<file path="src/hdl/lisp_source_minifier_assert.svh">
// Assertion macros for the Lisp source minifier.
`ifndef LISP_SOURCE_MINIFIER_ASSERT_SVH
`define LISP_SOURCE_MINIFIER_ASSERT_SVH
`ifndef SYNTHESIS
`define LSM_ASSERT_IMP(label, ante, cons) \
  label: assert property (@(posedge clk) disable iff (rst) (ante) |-> (cons)) \
    else $error("lisp_source_minifier assertion failed");
`define LSM_ASSERT_NXT(label, ante, cons) \
  label: assert property (@(posedge clk) disable iff (rst) (ante) |=> (cons)) \
    else $error("lisp_source_minifier assertion failed");
`else
`define LSM_ASSERT_IMP(label, ante, cons)
`define LSM_ASSERT_NXT(label, ante, cons)
`endif
`endif

</file>
<file path="src/hdl/lsm_pkg.sv">
// Package with character codes, decision context and the per-byte decision function.
package lsm_pkg;

  localparam logic [7:0] CH_COMMA  = 8'h2C;
  localparam logic [7:0] CH_SPACE  = 8'h20;
  localparam logic [7:0] CH_NL     = 8'h0A;
  localparam logic [7:0] CH_SEMI   = 8'h3B;
  localparam logic [7:0] CH_LBRACK = 8'h5B;
  localparam logic [7:0] CH_RBRACK = 8'h5D;
  localparam logic [7:0] CH_RPAREN = 8'h29;
  localparam logic [7:0] CH_BSLASH = 8'h5C;
  localparam logic [7:0] CH_DQUOTE = 8'h22;
  localparam logic [7:0] CH_SLASH  = 8'h2F;
  localparam logic [7:0] CH_STAR   = 8'h2A;

  // "(vec " with the first character in element zero.
  localparam logic [4:0][7:0] VEC_OPEN = {8'h20, 8'h63, 8'h65, 8'h76, 8'h28};

  typedef struct packed {
    logic [1:0] skip_count;
    logic       in_comment;
    logic       comment_is_block;
    logic       after_comma;
    logic       in_quote;
    logic       after_literal;
    logic [7:0] prev_emitted;
  } ctx_t;

  localparam ctx_t CTX_RESET = '0;

  typedef struct packed {
    ctx_t            st;
    logic [4:0][7:0] bytes;
    logic [2:0]      cnt;
  } dec_res_t;

  function automatic logic is_ws(logic [7:0] b);
    return (b == CH_COMMA) || (b == CH_SPACE) || (b == CH_NL) || (b == CH_SEMI);
  endfunction

  // Decides one byte from itself and the next two bytes.
  function automatic dec_res_t decide(ctx_t ctx, logic [7:0] b0, logic [7:0] b1,
                                      logic [7:0] b2);
    dec_res_t   r;
    logic       go;
    logic [7:0] c;
    r       = '0;
    r.st    = ctx;
    go      = 1'b0;
    c       = (b0 == CH_NL) ? CH_SPACE : b0;
    if (ctx.skip_count != 2'd0) begin
      r.st.skip_count = ctx.skip_count - 2'd1;
    end else if (ctx.after_literal) begin
      r.st.after_literal = 1'b0;
      go = 1'b1;
    end else if (ctx.in_comment) begin
      if (!ctx.comment_is_block && b0 == CH_NL) begin
        r.st.in_comment = 1'b0;
      end
      if (ctx.comment_is_block && b0 == CH_STAR && b1 == CH_SLASH) begin
        r.st.in_comment = 1'b0;
        r.st.skip_count = 2'd1;
      end
    end else begin
      // Whitespace after a comma is dropped; anything else ends that run.
      r.st.after_comma = ctx.after_comma & is_ws(b0);
      if (!r.st.after_comma) begin
        if (ctx.in_quote) begin
          if (b0 == CH_DQUOTE) begin
            r.st.in_quote = 1'b0;
          end
          r.bytes[0] = b0;
          r.cnt = 3'd1;
        end else begin
          if (b0 == CH_DQUOTE) begin
            r.st.in_quote = 1'b1;
          end
          if (b0 == CH_BSLASH) begin
            r.bytes[0] = b0;
            r.bytes[1] = b1;
            if (b2 == CH_SPACE) begin
              r.bytes[2] = b2;
              r.cnt = 3'd3;
              r.st.skip_count = 2'd2;
            end else begin
              r.cnt = 3'd2;
              r.st.skip_count = 2'd1;
            end
            r.st.after_literal = 1'b1;
          end else begin
            go = 1'b1;
          end
        end
      end
    end
    if (go) begin
      if (b0 == CH_LBRACK) begin
        r.bytes = VEC_OPEN;
        r.cnt = 3'd5;
      end else if (b0 == CH_RBRACK) begin
        r.bytes[0] = CH_RPAREN;
        r.cnt = 3'd1;
      end else if (b0 == CH_SLASH && (b1 == CH_SLASH || b1 == CH_STAR)) begin
        r.st.in_comment = 1'b1;
        r.st.comment_is_block = (b1 == CH_STAR);
      end else begin
        if (is_ws(b0)) begin
          r.st.after_comma = (b0 == CH_COMMA);
        end
        if (!(is_ws(b0) && is_ws(ctx.prev_emitted))) begin
          r.st.prev_emitted = c;
          r.bytes[0] = c;
          r.cnt = 3'd1;
        end
      end
    end
    return r;
  endfunction

endpackage

</file>
<file path="src/hdl/lisp_source_minifier.sv">
// Top level of the streaming Lisp source minifier.
// A byte enters the burst register at the edge that accepts the beat completing its lookahead,
// and passes on to the output register when that register is free.
// Unless stalled, the input takes one beat per cycle and the output gives one byte per cycle;
// a beat that expands into several bytes holds the input until its last byte can leave the burst register.
// A final beat holds the input while the sequencer decides the bytes it leaves (up to three),
// longer while its bursts wait on the output, and until its last byte leaves the burst register.
// Reset: synchronous, clears the lookahead window, the context and all valid flags.
`include "lisp_source_minifier_assert.svh"
module lisp_source_minifier (
  input  logic       clk,
  input  logic       rst,
  input  logic       in_valid,
  output logic       in_stall,
  input  logic [7:0] in_byte,
  input  logic       in_last,
  output logic       out_valid,
  input  logic       out_stall,
  output logic [7:0] out_byte,
  output logic       has_byte,
  output logic       run_last,
  output logic       stream_done
);
  import lsm_pkg::*;

  // Lookahead window and decision context.
  logic [1:0] pend;
  logic [7:0] win0;
  logic [7:0] win1;
  ctx_t       ctx;

  // Final-beat sequencer: decides the held bytes one per cycle while the burst register can take them.
  logic             tail_active;
  logic [2:0][7:0]  t_buf;
  logic [1:0]       t_cnt;
  logic [1:0]       t_idx;
  logic             t_emitted;

  // Burst register between the decision logic and the output register.
  logic             b_valid;
  logic [4:0][7:0]  b_bytes;
  logic [2:0]       b_cnt;
  logic [2:0]       b_pos;
  logic             b_tail;
  logic             b_has;

  logic [7:0] d_b0;
  logic [7:0] d_b1;
  logic [7:0] d_b2;
  dec_res_t   dec;
  logic       dec_has;
  logic       o_free;
  logic       b_last_pos;
  logic       b_free;
  logic       t_final;
  logic       t_need;
  logic       t_adv;
  logic       in_acc;
  logic       norm_dec;
  logic       b_move;

  always_comb begin
    if (tail_active) begin
      unique case (t_idx)
        2'd0: begin
          d_b0 = t_buf[0];
          d_b1 = t_buf[1];
          d_b2 = t_buf[2];
        end
        2'd1: begin
          d_b0 = t_buf[1];
          d_b1 = t_buf[2];
          d_b2 = 8'h00;
        end
        default: begin
          d_b0 = t_buf[2];
          d_b1 = 8'h00;
          d_b2 = 8'h00;
        end
      endcase
    end else begin
      d_b0 = win0;
      d_b1 = win1;
      d_b2 = in_byte;
    end
  end

  assign dec        = decide(ctx, d_b0, d_b1, d_b2);
  assign dec_has    = (dec.cnt != 3'd0);
  assign o_free     = !out_valid || !out_stall;
  assign b_last_pos = b_valid && (b_pos == b_cnt - 3'd1);
  assign b_free     = !b_valid || (b_last_pos && o_free);
  assign t_final    = (t_idx == t_cnt - 2'd1);
  // A final beat that yields no byte at all still returns an empty end marker.
  assign t_need     = dec_has || (t_final && !t_emitted);
  assign t_adv      = tail_active && (!t_need || b_free);
  assign in_stall   = tail_active || (b_valid && b_tail) || !b_free;
  assign in_acc     = in_valid && !in_stall;
  assign norm_dec   = in_acc && !in_last && (pend == 2'd2);
  // The last byte of a final-beat burst waits until it is known whether more follow.
  assign b_move     = b_valid && o_free &&
                      (!b_last_pos || !b_tail || !tail_active || dec_has);

  always_ff @(posedge clk) begin
    if (rst) begin
      pend        <= 2'd0;
      win0        <= 8'h00;
      win1        <= 8'h00;
      ctx         <= CTX_RESET;
      tail_active <= 1'b0;
      t_emitted   <= 1'b0;
      b_valid     <= 1'b0;
      out_valid   <= 1'b0;
    end else begin
      // Input side.
      if (in_acc) begin
        if (in_last) begin
          t_buf[0]    <= (pend == 2'd0) ? in_byte : win0;
          t_buf[1]    <= (pend == 2'd0) ? 8'h00 : ((pend == 2'd1) ? in_byte : win1);
          t_buf[2]    <= (pend == 2'd2) ? in_byte : 8'h00;
          t_cnt       <= pend + 2'd1;
          t_idx       <= 2'd0;
          t_emitted   <= 1'b0;
          tail_active <= 1'b1;
          pend        <= 2'd0;
          win0        <= 8'h00;
          win1        <= 8'h00;
        end else if (pend == 2'd2) begin
          ctx  <= dec.st;
          win0 <= win1;
          win1 <= in_byte;
        end else begin
          if (pend == 2'd0) begin
            win0 <= in_byte;
          end else begin
            win1 <= in_byte;
          end
          pend <= pend + 2'd1;
        end
      end

      if (t_adv) begin
        t_idx     <= t_idx + 2'd1;
        t_emitted <= t_emitted || dec_has;
        if (t_final) begin
          tail_active <= 1'b0;
          ctx         <= CTX_RESET;
        end else begin
          ctx <= dec.st;
        end
      end

      // Burst register.
      if ((norm_dec && dec_has) || (t_adv && t_need)) begin
        b_valid <= 1'b1;
        b_pos   <= 3'd0;
        b_tail  <= tail_active;
        if (dec_has) begin
          b_bytes <= dec.bytes;
          b_cnt   <= dec.cnt;
          b_has   <= 1'b1;
        end else begin
          b_bytes <= '0;
          b_cnt   <= 3'd1;
          b_has   <= 1'b0;
        end
      end else if (b_move) begin
        if (b_last_pos) begin
          b_valid <= 1'b0;
        end else begin
          b_pos <= b_pos + 3'd1;
        end
      end

      // Output register.
      if (b_move) begin
        out_valid   <= 1'b1;
        out_byte    <= b_bytes[b_pos];
        has_byte    <= b_has;
        run_last    <= b_last_pos && (!b_tail || !tail_active);
        stream_done <= b_last_pos && b_tail && !tail_active;
      end else if (o_free) begin
        out_valid <= 1'b0;
      end
    end
  end

  `LSM_ASSERT_IMP(a_done_is_run_last, out_valid && stream_done, run_last)
  `LSM_ASSERT_IMP(a_marker_is_final, out_valid && !has_byte, stream_done && run_last)
  `LSM_ASSERT_NXT(a_last_starts_tail, in_valid && !in_stall && in_last, tail_active)

endmodule
</file>
<file path="config.mk">
export PLATFORM = sky130hd
export DESIGN_NAME = lisp_source_minifier
export DESIGN_NICKNAME = d
export VERILOG_FILES = /design/src/hdl/lsm_pkg.sv /design/src/hdl/lisp_source_minifier.sv
export VERILOG_INCLUDE_DIRS = /design/src /design/src/hdl
export SDC_FILE = /design/constraint.sdc
export NUM_CORES = 1
export LEC_CHECK = 0
export CORE_AREA = 4 4 134 136
export DETAILED_ROUTE_END_ITERATION = 12
export DIE_AREA = 0 0 138 140
export DONT_BUFFER_PORTS = 1
export PLACE_DENSITY = 0.48
export SYNTH_ARGS = -nofsm -noshare
export SYNTH_HDL_FRONTEND = slang
export SYNTH_SLANG_ARGS = --single-unit
</file>
<file path="constraint.sdc">
create_clock -name clk -period 7.2 [get_ports clk]
set_clock_uncertainty 0.15 [all_clocks]
set_input_delay 1.08 -clock clk [delete_from_list [all_inputs] [get_ports clk]]
set_output_delay 1.08 -clock clk [all_outputs]
set_load 0.05 [all_outputs]
</file>
# Word-level counts from Yosys, hierarchy flattened
# Cells that the tools add are included.
# totals
inputBits	13
regBits	124
elab_cells	235
output_inout_bits	13
# classes
order_cmp	1
eq_ne	26
add_sub_neg	6
n_reduce_logical	72
bitwise_logic	2
n_mux	96
# ops
op	count
two-way mux 8 bit	18
two-way mux 27 bit	5
equality test 8 x 6 -> 1 bit, second input constant	12
two-way mux 15 bit	5
two-way mux 11 bit	5
two-way mux 51 bit	1
two-way mux 3 bit	12
one-hot mux 8 bit (2 select lines)	2
two-way mux 1 bit	31
two-way mux 30 bit	1
two-way mux 2 bit	14
binary-select mux 8 bit (select 3 bit)	1
equality test 8 x 7 -> 1 bit, second input constant	3
logical AND 1 bit	20
logical OR 1 bit	19
equality test 8 x 4 -> 1 bit, second input constant	2
two-way mux 16 bit	1
AND reduction 2 bit	7
nonzero test 2 bit	7
logical NOT 1 bit	12
AND reduction 3 bit	4
adder 2 x 1 -> 2 bit, second input constant	2
equality test 2 x 1 -> 1 bit, second input constant	2
logical NOT 2 bit	2
other kinds (13)	15

# Longest topological paths before layout
# logic_depth
ltp_word	26
depth_mapped	14

# Worst setup path before layout
# OpenSTA, ideal clock, no wires.
# synth_path
path_kind	flip-flop to flip-flop
startpoint	register t_idx[0]
endpoint	register b_bytes[0] (netlist bit) (enable)
slack_ns	2.722
path_stages_with_launch	13
required_ns	6.633
period_less_slack_ns	4.478
path_buffers	1
t_arrival_ns	3.911
cell_sequence	edfxtp_1 > inv_1 > ha_1 > buf_6 > a22o_1 > a221oi_1 > or3_1 > a21oi_1 > o21a_2 > a221oi_1 > nor2_1 > a21o_1 > nor2_1
# synth_via
elab_chain_cells	25
word_cells_on_any_way	55
# synth_rtl
element	line	text
start, declared	lisp_source_minifier.sv:36	logic [1:0] t_idx;
start signal, assigned	lisp_source_minifier.sv:143	t_idx <= t_idx + 2'd1;
equality test 2 x 1 -> 1 bit or logical NOT 2 bit (tied branches)	lisp_source_minifier.sv:64	unique case (t_idx)
one-hot mux 8 bit (2 select lines)	lisp_source_minifier.sv:64	
two-way mux 8 bit	lisp_source_minifier.sv:63	if (tail_active) begin
equality test 8 x 6 -> 1 bit	lsm_pkg.sv:38	return (b == CH_COMMA) || (b == CH_SPACE) || (b == CH_NL) || (b == CH_SEMI);
logical OR 1 bit (3 in series)	lsm_pkg.sv:38	
AND 1 bit	lsm_pkg.sv:66	r.st.after_comma = ctx.after_comma & is_ws(b0);
two-way mux 27 bit	lsm_pkg.sv:67	if (!r.st.after_comma) begin
two-way mux 27 bit	lsm_pkg.sv:56	end else if (ctx.in_comment) begin
(+7 left out)	--	
nonzero test 3 bit	lisp_source_minifier.sv:89	assign dec_has = (dec.cnt != 3'd0);
logical OR 1 bit	lisp_source_minifier.sv:95	assign t_need = dec_has || (t_final && !t_emitted);
logical NOT 1 bit	lisp_source_minifier.sv:96	assign t_adv = tail_active && (!t_need || b_free);
logical OR 1 bit	lisp_source_minifier.sv:96	
logical AND 1 bit	lisp_source_minifier.sv:96	
logical AND 1 bit	lisp_source_minifier.sv:154	if ((norm_dec && dec_has) || (t_adv && t_need)) begin
logical OR 1 bit (*)	lisp_source_minifier.sv:154	
AND reduction 2 bit (no line) (*)	--	
end signal, assigned	lisp_source_minifier.sv:159	b_bytes <= dec.bytes;
end, declared	lisp_source_minifier.sv:41	logic [4:0][7:0] b_bytes;
# Every way passes the cells marked *; elsewhere a longest branch is shown, timed or not.
# A chain may end at the register's enable or synchronous reset.

# Final worst setup path
# layout_path
startpoint	register t_idx[0]
endpoint	register ctx[2] (netlist bit)
# layout_via
elab_chain_cells	24
word_cells_on_any_way	65
# layout_rtl
element	line	text
equality test 2 x 1 -> 1 bit or logical NOT 2 bit (tied branches)	lisp_source_minifier.sv:64	
one-hot mux 8 bit (2 select lines)	lisp_source_minifier.sv:64	
two-way mux 8 bit	lisp_source_minifier.sv:63	
equality test 8 x 6 -> 1 bit	lsm_pkg.sv:38	
logical OR 1 bit (3 in series)	lsm_pkg.sv:38	
AND 1 bit	lsm_pkg.sv:66	
two-way mux 27 bit	lsm_pkg.sv:67	
two-way mux 27 bit	lsm_pkg.sv:56	
(+6 left out)	--	
two-way mux 51 bit	lsm_pkg.sv:96	if (go) begin
nonzero test 3 bit	lisp_source_minifier.sv:89	
logical OR 1 bit	lisp_source_minifier.sv:95	
logical NOT 1 bit	lisp_source_minifier.sv:96	
logical OR 1 bit	lisp_source_minifier.sv:96	
logical AND 1 bit	lisp_source_minifier.sv:96	
!= test 2 x 1 -> 1 bit (no line) or nonzero test 2 bit (tied branches)	--	
AND reduction 3 bit (no line)	--	
end signal, assigned	lisp_source_minifier.sv:129	ctx <= dec.st;
end signal, assigned	lisp_source_minifier.sv:149	ctx <= dec.st;
end, declared	lisp_source_minifier.sv:30	ctx_t ctx;
# Several ways; a longest one is shown, not always the timed one. The select of a mux whose other input is x is not followed.

==> impl_metrics.toml <==
[yosys]
ys_seq_area_share_pct = 49.8
synth_edf_count = 72
async_reset_ff_share_pct = 0
synth-main-ff-cell = "edfxtp_1"
synth_area_per_cell_um2 = 10.1
synthDistinctLibCells = 71
synth_area_leader_cell = "edfxtp_1"
synth_area_leaders = "edfxtp_1, dfxtp_1, nor2_1, mux2i_1, a21oi_1"
netlist_instances = 576
syn_area_um2 = 5820
synth-warning-count = 0
synth_seq_cells = 109
yosys.area.top_type_share_pct = 37.1

[detailed_routing]
drtPass1Iterations = 5
avgViaCountPerCell = 5.51
drt_wl_total_mm = 15.0
drc = 0
drt_first_iter_violations = 255
wire_per_inst_um = 18.9
vias = 4372
ant_nets = 0

[floorplan]
start_util_pct = 34.4
coreArea_um2 = 16900
io_pins = 26
dieWidth_um = 138
die-area_um2 = 19300
die_y_um = 140
rows = 48

[cts]
hold_buffers = 0
htreeDepth = 3
cts_root_buf = "clkbuf_16"
path_clk_slew_ps = 70
cts_tree = "built"
cts_setup_buffers = 0
cts_max_path_buffers = 2
clock_latency_ps = 360
cts_sinks = 109
cts-resized-gates = 0
cts_buffers = 9

[placement]
numPortBuffers = 0
place_ws_ps = 2660
dp_hpwl_mm = 11.3
postPlaceCellArea_um2 = 6010
gp_congestion = 0.943

[final_layout]
antenna_cells = 0
area_growth_pct = 7.61
final_cell_mix = "nor2_1, edfxtp_1, a21oi_1, dfxtp_1, inv_1"
nets = 584
fill_cells = 1695
postLayoutCellArea_um2 = 6270
drive_gt1_share_pct = 7.56

[timing]
rsz0062_at_grt = "false"
hold_viol = 0
slew_headroom_pct = 31.8
finalSetupViolCount = 0
min_period_ps = 4590
finalWorstSetupSlack_ps = 2610
tightest_slew_ps = 1010
fmax_mhz = 218
finalSetupTns_ps = 0
min_period_over_period_pct = 63.8
drv_slew = 0

[setup_path]
r2r_end = "ctx[2]$_SDFFE_PP0P_"
end_kind = "flop"
cpMaxStageDelayCell = "a221oi_2"
crit_path_start = "t_idx[0]$_SDFFCE_PP0P_"
r2r_slack_ps = 2610
rr_worst_depth = 11
crit_chain = "inv_1 -> ha_1 -> nor2_2 -> a221oi_2 -> a2111oi_2 -> nand4_1 -> nand2_1 -> or3_1 -> o32a_1 -> o22ai_1 -> a22o_1"
start_kind = "flop"
slowest_delay_ps = 700
worst-setup-path-type = "reg2reg"
regToRegStartpoint = "t_idx[0]$_SDFFCE_PP0P_"
crit_fanout = 21
critical_path_arrival_ps = 4740
crit_required_ps = 7350

[min_path]
worstHoldPathType = "reg2reg"
hold_path_depth = 0
hold_path.startpoint = "b_has$_DFFE_PP_"
min_to = "has_byte$_DFFE_PP_"

[power_and_ir_drop]
power.leakage_nw = 2.17
power.density_nw_per_um2 = 215
ir_drop_mv = 0.107

[global_route]
grt_use_met2_pct = 24.6
grt_use_met3_pct = 3.00
first_global_vias = 4273
grt_max_degree = 33
antenna_found_initial = 0
overflow = 0
track_usage_pct = 15.7
top_usage_layer = "met2"
gr-usage-met1_pct = 21.0
grt_pass1_wl_mm = 24.2

[run]
drv_cap = 0

[run_status]
status = "finished clean"
[how the worst max path moves through the flow]
stage / to / slack (ps) / depth (start not counted)
after global routing: b_bytes[7]$_SDFFCE_PN0P_ / 2260 / 12
after global placement: b_bytes[23]$_SDFFCE_PN0P_ / 2720 / 12
after floorplan: b_bytes[0]$_SDFFCE_PN0P_ / 2720 / 12
after detailed placement: b_bytes[19]$_SDFFCE_PN0P_ / 2660 / 12
after CTS: ctx[2]$_SDFFE_PP0P_ / 2620 / 11
final: ctx[2]$_SDFFE_PP0P_ / 2610 / 11
[report_power, final]
part           switching (mW)  internal [mW]  total, mW
clock network           0.223          0.231      0.455
logic                   0.106         0.0595      0.165
registers              0.0314          0.694      0.725
[kinds of logic (layout without fill, tap and decap cells)]
group	count (synthesis)	in the layout	share of synthesized area (%)
AOI/OAI and AO/OA	155	155	19.0
xor gates and xnor gates	6	6	1.14
adders and majority gates	7	7	1.50
buffers and inverters	59	49	4.43
DFF	109	109	49.8
muxes	31	31	5.54
other	1	4	0.0644
and+or+nand+nor	208	208	18.5
[worst max-delay path, delay by kind of cell, from the launching register on]
kind / cells / cell delay [ps]
AO/OA/AOI/OAI: 5 / 1760
adder cells (fa/ha/maj): 1 / 620
buffers and inverters: 1 / 100
flip-flops: 1 / 430
AND/OR/NAND/NOR: 4 / 1470
[metrics by stage]
| stage | instances | utilization, % | total power [mW] | hold slack, ps |
|---|---|---|---|---|
| 3_3_place_gp | 778 | 35.5 | 0.902 | 284 |
| 4_1_cts | 794 | 37.0 | 1.36 | 287 |
| 2_1_floorplan | 579 | - | 0.864 | 250 |
| 5_1_grt | 794 | 37.0 | 1.40 | 312 |
| 3_5_place_dp | 778 | 35.5 | 0.904 | 272 |
| 6_report | 794 | 37.0 | 1.35 | 284 |
[synthesized netlist by cell type (all sizes together), types with 10 or more instances]
library cell	number
nor3b	10
mux2i	21
mux2	10
a21oi	40
and3	10
a22o	16
and2	16
dfxtp	37
a211oi	11
o21ai	25
nand2	26
clkbuf	20
inv	28
edfxtp	72
nor2	75
nand3	12
buf	11
nor2b	14
[cell type report]
cell class / instances / area (µm²) / share of cell area [%]
sequential: 109 / 2900 / 46.3
multi-input combinational: 411 / 2680 / 42.8
tap: 225 / 282 / 4.49
clock buffer: 10 / 229 / 3.65
inverter: 28 / 105 / 1.68
timing repair buffer: 5 / 37.5 / 0.599
clock inverter: 6 / 31.3 / 0.499
[per-layer routing]
metal	part of all wire [%]	routed length, µm	up-vias
met2	45	6830	122
met5	0	0	-
met4	3.1	462	0
met1	47	7020	2111
li1	-	-	2116
met3	4.7	711	23
[registers in the layout (all words and copies together) (netlist names), 2 cells and up]
register and cells:
b_bytes 25, t_buf 24, ctx 15, out_byte 8, win0 8, win1 8
b_cnt 3, b_pos 3, pend 2, t_cnt 2, t_idx 2
Note: power is estimated with default switching activity, not from simulation.
